## src/rtl/slpc_pkg.sv

```systemverilog
`default_nettype none

package slpc_pkg;

    localparam int unsigned TIME_W   = 32;
    localparam int unsigned THRESH_W = 16;
    localparam int unsigned CODE_W   = 2;
    localparam int unsigned CFG_IDX_W = 2;

    // Configuration register indexes.
    localparam logic [CFG_IDX_W-1:0] CFG_PRESSED_LEVEL = 2'd0;
    localparam logic [CFG_IDX_W-1:0] CFG_SHORT_THRESH  = 2'd1;
    localparam logic [CFG_IDX_W-1:0] CFG_LONG_THRESH   = 2'd2;
    localparam logic [CFG_IDX_W-1:0] CFG_NOTIFY_EN     = 2'd3;

    // Reset values of the configuration registers.
    localparam logic [THRESH_W-1:0] SHORT_THRESH_RST = 16'd50;
    localparam logic [THRESH_W-1:0] LONG_THRESH_RST  = 16'd1000;

    // Release classification codes.
    localparam logic [CODE_W-1:0] KIND_NONE  = 2'd0;
    localparam logic [CODE_W-1:0] KIND_SHORT = 2'd1;
    localparam logic [CODE_W-1:0] KIND_LONG  = 2'd2;

    // Beep request codes: a short beep lasts 100 ms, a long one 500 ms.
    localparam logic [CODE_W-1:0] BEEP_NONE  = 2'd0;
    localparam logic [CODE_W-1:0] BEEP_SHORT = 2'd1;
    localparam logic [CODE_W-1:0] BEEP_LONG  = 2'd2;

    typedef struct packed {
        logic                pressed_level;
        logic [THRESH_W-1:0] short_threshold_ms;
        logic [THRESH_W-1:0] long_threshold_ms;
        logic                notify_enable;
    } cfg_t;

endpackage

`default_nettype wire

```

## src/rtl/short_long_press_classifier.sv

```systemverilog
`default_nettype none

// Short/long button press classifier.
//
// Input channel (in_valid, in_stall, pin_level, now_ms): one item is one
// sample of the button pin with its millisecond timestamp. An item is taken
// at a clock edge where in_valid is high and in_stall is low.
// Output channel (out_valid, out_stall, press_kind, beep_request): exactly one
// result item per input item, in order. press_kind reports a released short or
// long press, and beep_request asks for a short (100 ms) or long (500 ms) beep
// while the button is held.
// Configuration channel (cfg_valid, cfg_ready, cfg_index, cfg_data): writes
// pressed level, both thresholds and the notify enable. It is always ready;
// the user must write it only while no item is in flight, as the block itself does not enforce this.
// From the accepting edge to out_valid, the input register takes the item,
// and a subtract, two compares and the flag logic feed the result register
// when it is free. One item is taken every cycle while the receiver does not
// stall; the press-time and beep-flag feedback closes through the press
// state registers alone. When the receiver stalls, the result register holds
// and the input register can still take one more item before in_stall rises.
// Reset clears both valid flags, the press state and loads the register
// defaults (pressed level 0, thresholds 50 and 1000 ms, notify disabled).
module short_long_press_classifier
    import slpc_pkg::*;
(
    input  wire logic                 clk,
    input  wire logic                 rst_n,

    input  wire logic                 in_valid,
    output logic                      in_stall,
    input  wire logic                 pin_level,
    input  wire logic [TIME_W-1:0]    now_ms,

    output logic                      out_valid,
    input  wire logic                 out_stall,
    output logic [CODE_W-1:0]         press_kind,
    output logic [CODE_W-1:0]         beep_request,

    input  wire logic                 cfg_valid,
    output logic                      cfg_ready,
    input  wire logic [CFG_IDX_W-1:0] cfg_index,
    input  wire logic [THRESH_W-1:0]  cfg_data
);

    cfg_t cfg_reg;

    // Input register stage.
    logic              in_valid_reg;
    logic              level_reg;
    logic [TIME_W-1:0] now_reg;

    // Press tracking state.
    logic              prev_level_reg;
    logic [TIME_W-1:0] press_start_reg;
    logic              long_armed_reg;
    logic              short_armed_reg;

    logic              prev_level_next;
    logic [TIME_W-1:0] press_start_next;
    logic              long_armed_next;
    logic              short_armed_next;

    // Result register stage.
    logic              out_valid_reg;
    logic [CODE_W-1:0] kind_reg;
    logic [CODE_W-1:0] beep_reg;
    logic [CODE_W-1:0] kind_next;
    logic [CODE_W-1:0] beep_next;

    logic              advance;
    logic              take_in;
    logic [TIME_W-1:0] held;
    logic              over_long;
    logic              over_short;
    logic              level_change;
    logic              is_pressed;

    // The result register frees up when empty or when its item is taken.
    assign advance  = !out_valid_reg || !out_stall;
    assign in_stall = in_valid_reg && !advance;
    assign take_in  = in_valid && !in_stall;

    assign cfg_ready = 1'b1;

    always_ff @(posedge clk or negedge rst_n)
    begin
        if (!rst_n)
        begin
            cfg_reg.pressed_level      <= 1'b0;
            cfg_reg.short_threshold_ms <= SHORT_THRESH_RST;
            cfg_reg.long_threshold_ms  <= LONG_THRESH_RST;
            cfg_reg.notify_enable      <= 1'b0;
        end
        else if (cfg_valid && cfg_ready)
        begin
            unique case (cfg_index)
                CFG_PRESSED_LEVEL: cfg_reg.pressed_level      <= cfg_data[0];
                CFG_SHORT_THRESH:  cfg_reg.short_threshold_ms <= cfg_data;
                CFG_LONG_THRESH:   cfg_reg.long_threshold_ms  <= cfg_data;
                CFG_NOTIFY_EN:     cfg_reg.notify_enable      <= cfg_data[0];
                default:           cfg_reg                    <= cfg_reg;
            endcase
        end
    end

    always_ff @(posedge clk or negedge rst_n)
    begin
        if (!rst_n)
        begin
            in_valid_reg <= 1'b0;
        end
        else if (!in_stall)
        begin
            in_valid_reg <= in_valid;
        end
    end

    always_ff @(posedge clk)
    begin
        if (take_in)
        begin
            level_reg <= pin_level;
            now_reg   <= now_ms;
        end
    end

    // Hold time since the last press or release edge, modulo 2^32. On a step
    // where the level does not change this is also the hold time the beep
    // logic needs. Beeps are decided only on a step where the level does not
    // change, and on a release edge the pin is not pressed either, so neither
    // edge can request a beep.
    assign held         = now_reg - press_start_reg;
    assign over_long    = held > {{(TIME_W-THRESH_W){1'b0}}, cfg_reg.long_threshold_ms};
    assign over_short   = held > {{(TIME_W-THRESH_W){1'b0}}, cfg_reg.short_threshold_ms};
    assign level_change = level_reg != prev_level_reg;
    assign is_pressed   = level_reg == cfg_reg.pressed_level;

    always_comb
    begin
        prev_level_next  = prev_level_reg;
        press_start_next = press_start_reg;
        long_armed_next  = long_armed_reg;
        short_armed_next = short_armed_reg;
        kind_next        = KIND_NONE;
        beep_next        = BEEP_NONE;

        if (level_change)
        begin
            prev_level_next  = level_reg;
            press_start_next = now_reg;
            if (is_pressed)
            begin
                long_armed_next  = 1'b1;
                short_armed_next = 1'b1;
            end
            else if (over_long)
            begin
                kind_next = KIND_LONG;
            end
            else if (over_short)
            begin
                kind_next = KIND_SHORT;
            end
        end
        else if (cfg_reg.notify_enable && is_pressed)
        begin
            // The long beep wins; once given, a later sample may still give
            // the short beep if that flag is still armed.
            if (over_long && long_armed_reg)
            begin
                beep_next       = BEEP_LONG;
                long_armed_next = 1'b0;
            end
            else if (over_short && short_armed_reg)
            begin
                beep_next        = BEEP_SHORT;
                short_armed_next = 1'b0;
            end
        end
    end

    always_ff @(posedge clk or negedge rst_n)
    begin
        if (!rst_n)
        begin
            prev_level_reg  <= 1'b0;
            press_start_reg <= '0;
            long_armed_reg  <= 1'b0;
            short_armed_reg <= 1'b0;
            out_valid_reg   <= 1'b0;
        end
        else if (advance)
        begin
            out_valid_reg <= in_valid_reg;
            if (in_valid_reg)
            begin
                prev_level_reg  <= prev_level_next;
                press_start_reg <= press_start_next;
                long_armed_reg  <= long_armed_next;
                short_armed_reg <= short_armed_next;
            end
        end
    end

    always_ff @(posedge clk)
    begin
        if (advance && in_valid_reg)
        begin
            kind_reg <= kind_next;
            beep_reg <= beep_next;
        end
    end

    assign out_valid    = out_valid_reg;
    assign press_kind   = kind_reg;
    assign beep_request = beep_reg;

endmodule

`default_nettype wire

```

## config.mk

```make
export PLATFORM = sky130hd
export DESIGN_NAME = short_long_press_classifier
export DESIGN_NICKNAME = d
export VERILOG_FILES = /design/src/rtl/slpc_pkg.sv /design/src/rtl/short_long_press_classifier.sv
export SDC_FILE = /design/constraint.sdc
export NUM_CORES = 1
export LEC_CHECK = 0
export ABC_AREA = 0
export BUFFER_PORTS_ARGS = -buffer_cell sky130_fd_sc_hd__buf_2
export CORE_MARGIN = 2
export CORE_UTILIZATION = 41
export DETAILED_ROUTE_END_ITERATION = 12
export SLEW_MARGIN = 10
export SYNTH_ARGS = -nofsm -noshare
export SYNTH_HDL_FRONTEND = slang
export SYNTH_SLANG_ARGS = --single-unit
```

## constraint.sdc

```tcl
create_clock -name clk -period 9.6 [get_ports clk]
set_clock_uncertainty 0.2 [all_clocks]
set_input_delay 1.92 -clock clk [delete_from_list [all_inputs] [get_ports clk]]
set_output_delay 1.92 -clock clk [all_outputs]
set_load 0.02 [all_outputs]
```

==> results of run 1 <==
[layout make-up]
cell class,count,share of cell area
repair buffers,64,0.0431
well taps,220,0.0362
multi-input cells,440,0.462
flip-flops and latches,108,0.381
clock inverters,6,0.0102
inverters,73,0.0360
clock buffers,10,0.0314
[power by group]
part	switching (mW)	internal, mW	total, mW
Clock	0.165	0.233	0.398
Sequential	0.0470	0.577	0.624
Combinational	0.608	0.467	1.07
[kinds of logic after synthesis]
group | after synthesis | share of synthesized area
flip-flops | 108 | 0.428
adder cells (fa/ha/maj) | 64 | 0.119
other | 1 | 0.000553
XOR/XNOR | 22 | 0.0284
AND/OR/NAND/NOR | 135 | 0.103
buffers and inverters | 90 | 0.0535
AO/OA/AOI/OAI | 148 | 0.151
multiplexers | 70 | 0.116
[how the worst max path moves through the flow]
| stage | to | depth (start not counted) |
|---|---|---|
| 2_1_floorplan | in_stall | 2 |
| 3_3_place_gp | in_stall | 4 |
| 3_5_place_dp | beep_request[0] | 18 |
| 4_1_cts | beep_request[0] | 18 |
| 5_1_grt | beep_request[0] | 18 |
| 6_report | beep_request[0] | 18 |
[tightest hold or removal path: stages (launching register included)]
cell	delay [ns]
dfrtp_1	0.35
nand2_1	0.05
o21ai_0	0.06
[metal layers]
layer,part of all wire,routed length [um],up-vias,global-route usage
met4,0.011,153,0,0.0645
met2,0.46,6450,88,0.267
met5,0,0,-,0
li1,-,-,2420,-
met3,0.034,482,6,0.0264
met1,0.49,6900,2339,0.237
[through the flow]
step | cell area (um^2) | total power, mW | hold WS, ns | cells | utilization
3_3_place_gp | 7290 | 1.68 | 0.267 | 905 | 0.446
5_1_grt | 7610 | 2.29 | 0.316 | 921 | 0.466
4_1_cts | 7610 | 2.12 | 0.303 | 921 | 0.466
6_report | 7610 | 2.10 | 0.298 | 921 | 0.466
2_1_floorplan | 6780 | 1.45 | 0.249 | 638 | -
3_5_place_dp | 7290 | 1.71 | 0.286 | 905 | 0.446
[cells in the mapped netlist (all sizes together) (8+ instances only)]
library cell / instances / share of area
dfstp: 9 / 0.035
nand3: 16 / 0.012
nand4: 13 / 0.012
nand2: 36 / 0.020
o21a: 13 / 0.014
ha: 63 / 0.12
xnor2: 16 / 0.021
a31oi: 8 / 0.0083
a21o: 19 / 0.021
dfrtp: 62 / 0.23
clkbuf: 10 / 0.0055
nor2: 27 / 0.015
edfxtp: 37 / 0.16
o21ai: 28 / 0.021
mux2: 66 / 0.11
inv: 73 / 0.040
a21oi: 38 / 0.029
==> reports/results.ini, run 1 <==
[clock_network]
cts_buffers=9
cts_sinks=108
clk_latency_ns=0.36
cts_setup_buffers=0
hold_buffers=0
post_cts_resized=0
h-tree-depth=3
clk_path_buf_depth=2
clk_pin_slew_worst_paths_ns=0.08
root_buffer=clkbuf_16
cts_tree=built

[worst_setup_path]
cpMostUsedCell=a21o_1
cp.arrival_ns=4.50
rrSetupSlack_ns=5.06
crit_buf_inv=0
crit_fanout=5
cp_slowest_cell=edfxtp_1
critPathMaxStageDelay_ns=0.39
reg2reg_from=now_reg[4]
critPathTopFamily=compound AO/OA/AOI/OAI gates
cp_data_required_time_ns=9.56
cp-startpoint=now_reg[4]
worstReg2RegEnd=beep_request[0]
crit_path_end_kind=register
path_cells=ha_1, a21o_1, a31o_1, o21ai_0, o21ai_0, a21o_1, a21oi_1, xnor2_1, ha_1, a21o_1, a21o_1, a21oi_1, nor2_1, a211oi_1, a22o_1, and4_1, a21oi_2, nor4b_1
critical_path_class=register to register
worst_setup_path_start_kind=register
ff2ff_path_depth=18

[floorplanning]
die-area_mm2=0.0176
ioPinCount=63
dieWidth_um=133
core-area_mm2=0.0163
start_util=0.415
die_height_um=133
rows=47

[yosys]
avgSynthCellArea_um2=10.6
netlist_instances=638
ys_seq_elements=108
yosysSeqAreaShare=0.428
async_reset_ff_frac=0.657
synth_nets=758
ys.flop_type=dfrtp_1
ys_warn_count=0
yosysUniqueCellTypes=71
synth_edf_count=37
synth_area_mm2=0.00678

[cells_and_area]
regArea_mm2=0.00290
final_cell_mix=inv_1 (73), mux2_2 (66), ha_1 (63)
fillerInstances=1570
final_common_cell=inv_1
drive_above_1_share=0.238
largest_reg_flops=34
n_antenna_cell=0
multi_input_area_mm2=0.00352
synthToLayoutAreaGrowth_pct=12.3
finish.net_count=816

[sta]
setup_ws_ns=5.06
clock.fmax_ghz=0.220
fin_crit_sh=0.473
maxSlewHeadroom=0.386
worstMarginPinSlew_ns=0.922
rsz0062_at_grt=no
setup-tns-final_ns=0
fin_crit_ns=4.54
setup_viol=0
hold_violations=0
final_max_slew_viol_count=0

[route]
postRouteAntennaNets=0
dr.pass1.iters=4
drt_iter0_drc=273
via_count=4853
drc=0
totalWireLength_mm=14.0
routedWlPerCell_um=15.2
avgViaCountPerCell=5.27

[placement]
place_hpwl_mm=10.8
numPortBuffers=61
pre_cts_ws_ns=5.03
gpl.final_weighted_congestion=0.877

[worst_hold_path]
min_path_type=register to register
hp-start=press_start_reg[0]
min_delay_path_depth=2
hold_end=press_start_reg[0]

[global_routing]
antenna_found_initial=0
overflow=0
grt_usage=0.170
grt_pass1_wl_mm=24.2
grt_pass1_vias=4878
grt_max_degree=72

[pwr]
vdd_drop_max_uv=95.6
leakage_nw=3.48
power_density_mw_per_mm2=275

[run]
drv_cap=0

[status]
outcome=complete, no violations

(Power assumes the default switching activity.)
==> run 2: changes to the inputs <==
- clock period: 9.6 -> 4.3 ns (I/O delays scaled with it)
==> reports/results.ini, run 2 (synthesized netlist as in run 1, its figures left out) <==
[cells_and_area]
drive_above_1_share=0.270  ; +0.0321
finish.net_count=829  ; +1.6%
multi_input_area_mm2=0.00358  ; +1.8%
final_cell_mix=inv_1 (73), mux2_2 (66), ha_1 (63)
fillerInstances=1583  ; +0.83%
synthToLayoutAreaGrowth_pct=14.0
fin_cells=934  ; +1.4%
largest_reg_flops=34  ; unchanged
final_common_cell=inv_1
n_antenna_cell=0  ; unchanged
regArea_mm2=0.00290  ; unchanged
final_area_mm2=0.00772  ; +1.5%

[sta]
fin_crit_sh=0.951  ; +0.478
worstMarginPinSlew_ns=0.926  ; +0.00407 ns
setup_viol=0  ; unchanged
maxSlewHeadroom=0.383  ; -0.00271
hold_slack_ns=0.291  ; -0.00689 ns
fin_crit_ns=4.09  ; -0.450 ns
hold_violations=0  ; unchanged
setup-tns-final_ns=0  ; unchanged
final_max_slew_viol_count=0  ; unchanged
clock.fmax_ghz=0.244  ; +11%

[clock_network]
cts_tree=built
clk_pin_slew_worst_paths_ns=0.07  ; about the same
cts_buffers=9  ; unchanged
h-tree-depth=3  ; unchanged
clk_path_buf_depth=2  ; unchanged
root_buffer=clkbuf_16
cts_sinks=108  ; unchanged
clk_latency_ns=0.35  ; about the same

[placement]
dp_cells=914  ; +0.99%
numPortBuffers=61  ; unchanged
place_hpwl_mm=10.9  ; +0.67%
dpl-instance-area_mm2=0.00736  ; +0.93%
gpl.final_weighted_congestion=0.884  ; +0.82%

[run]
drv_cap=0  ; unchanged

[worst_setup_path]
worst_setup_path_start_kind=register
critPathTopFamily=compound AO/OA/AOI/OAI gates
crit_fanout=4  ; -1
critical_path_class=register to register
cp_data_required_time_ns=4.33  ; -5.23 ns
path_cells=ha_1, fa_1, and2b_1, o2111ai_4, a211o_1, nand3_1, xor2_1, ha_1, a21o_1, a21o_1, a21oi_1, o21ai_1, a21oi_1, a31o_2, and3_1, and3_2, o32a_1
crit_path_end_kind=register
cp_slowest_cell=fa_1
cp.arrival_ns=4.12  ; -0.38 ns
critPathMaxStageDelay_ns=0.40  ; about the same
cp-startpoint=press_start_reg[0]
crit_buf_inv=0  ; unchanged
reg2reg_from=press_start_reg[0]

[route]
drc=0  ; unchanged
postRouteAntennaNets=0  ; unchanged
totalWireLength_mm=14.3  ; +2.2%
dr.pass1.iters=5  ; +1
routedWlPerCell_um=15.3  ; +0.77%
via_count=4910  ; +1.2%
avgViaCountPerCell=5.26  ; -0.23%
drt_iter0_drc=253  ; -7.3%

[floorplanning]
ioPinCount=63  ; unchanged
dieWidth_um=133  ; unchanged
die_height_um=133  ; unchanged
core-area_mm2=0.0163  ; unchanged
rows=47  ; unchanged
start_util=0.415  ; unchanged
die-area_mm2=0.0176  ; unchanged

[worst_hold_path]
min_path_type=register to register
hp-start=in_valid_reg

[global_routing]
overflow=0  ; unchanged
grt_pass1_wl_mm=24.2  ; +0.26%
antenna_found_initial=0  ; unchanged
grt_usage=0.169  ; -0.000314
grt_max_degree=72  ; unchanged
grt_pass1_vias=4989  ; +2.3%

[pwr]
vdd_drop_max_uv=258  ; +170%
leakage_nw=3.54  ; +1.6%
power_density_mw_per_mm2=613  ; +120%

[status]
outcome=complete, no violations

run 2: per-layer routing:
metal | wire length, um | global-route usage | part of all wire
met2 | 6560 | 0.276 | 0.46
met5 | 0 | 0 | 0
met4 | 178 | 0.0562 | 0.012
met3 | 450 | 0.0218 | 0.031
met1 | 7100 | 0.234 | 0.50
run 2: final timing paths:
kind,to,slack (ns),cells past startpoint
worst max-delay path,short_armed_reg,0.21,17
worst min-delay path,out_valid,0.29,1
worst max register to register,short_armed_reg,0.21,17
worst min register to register,out_valid,0.29,1
max in group asynchronous,cfg_reg[14],2.77,2
min in group asynchronous,in_valid_reg,0.52,2
run 2: power breakdown:
| group | total, mW | leakage, nW | switching [mW] | internal [mW] |
|---|---|---|---|---|
| logic | 2.56 | 2.22 | 1.43 | 1.14 |
| clock network | 0.778 | 0.139 | 0.372 | 0.406 |
| registers | 1.39 | 1.18 | 0.105 | 1.29 |
| total | 4.74 | 3.54 | 1.90 | 2.83 |
run 2: worst register-to-register path, stage by stage, from the launching register on:
cell,delay [ns]
dfrtp_1,0.39
ha_1,0.22
fa_1,0.40
and2b_1,0.27
o2111ai_4,0.15
a211o_1,0.34
nand3_1,0.10
xor2_1,0.27
ha_1,0.20
a21o_1,0.13
a21o_1,0.11
a21oi_1,0.08
o21ai_1,0.10
a21oi_1,0.06
a31o_2,0.24
and3_1,0.18
and3_2,0.22
o32a_1,0.32
run 2: cell type report:
class	instances	share of cell area
repair buffers	77	0.0551
multi-input cells	440	0.464
flip-flops and latches	108	0.375
clock buffers	11	0.0314
inverters	73	0.0355
clock inverters	5	0.00340
well taps	220	0.0356
run 2: repair_timing:
action | CTS | global route
endpoints found under the setup margin | 6 | 6
hold buffers | 0 | 0
hold endpoints to repair | 0 | 0
setup buffers | 1 | 3
pin swaps | 3 | 7
resized for setup | 3 | 13
run 2: through the flow:
| stage | total power [mW] | utilization | setup slack (ns) |
|---|---|---|---|
| 2_1_floorplan | 3.24 | - | 0.248 |
| 3_3_place_gp | 3.79 | 0.450 | 0.105 |
| 3_5_place_dp | 3.86 | 0.450 | -0.209 |
| 4_1_cts | 4.69 | 0.468 | 0.000503 |
| 5_1_grt | 5.13 | 0.472 | -0.0337 |
| 6_report | 4.74 | 0.472 | 0.209 |
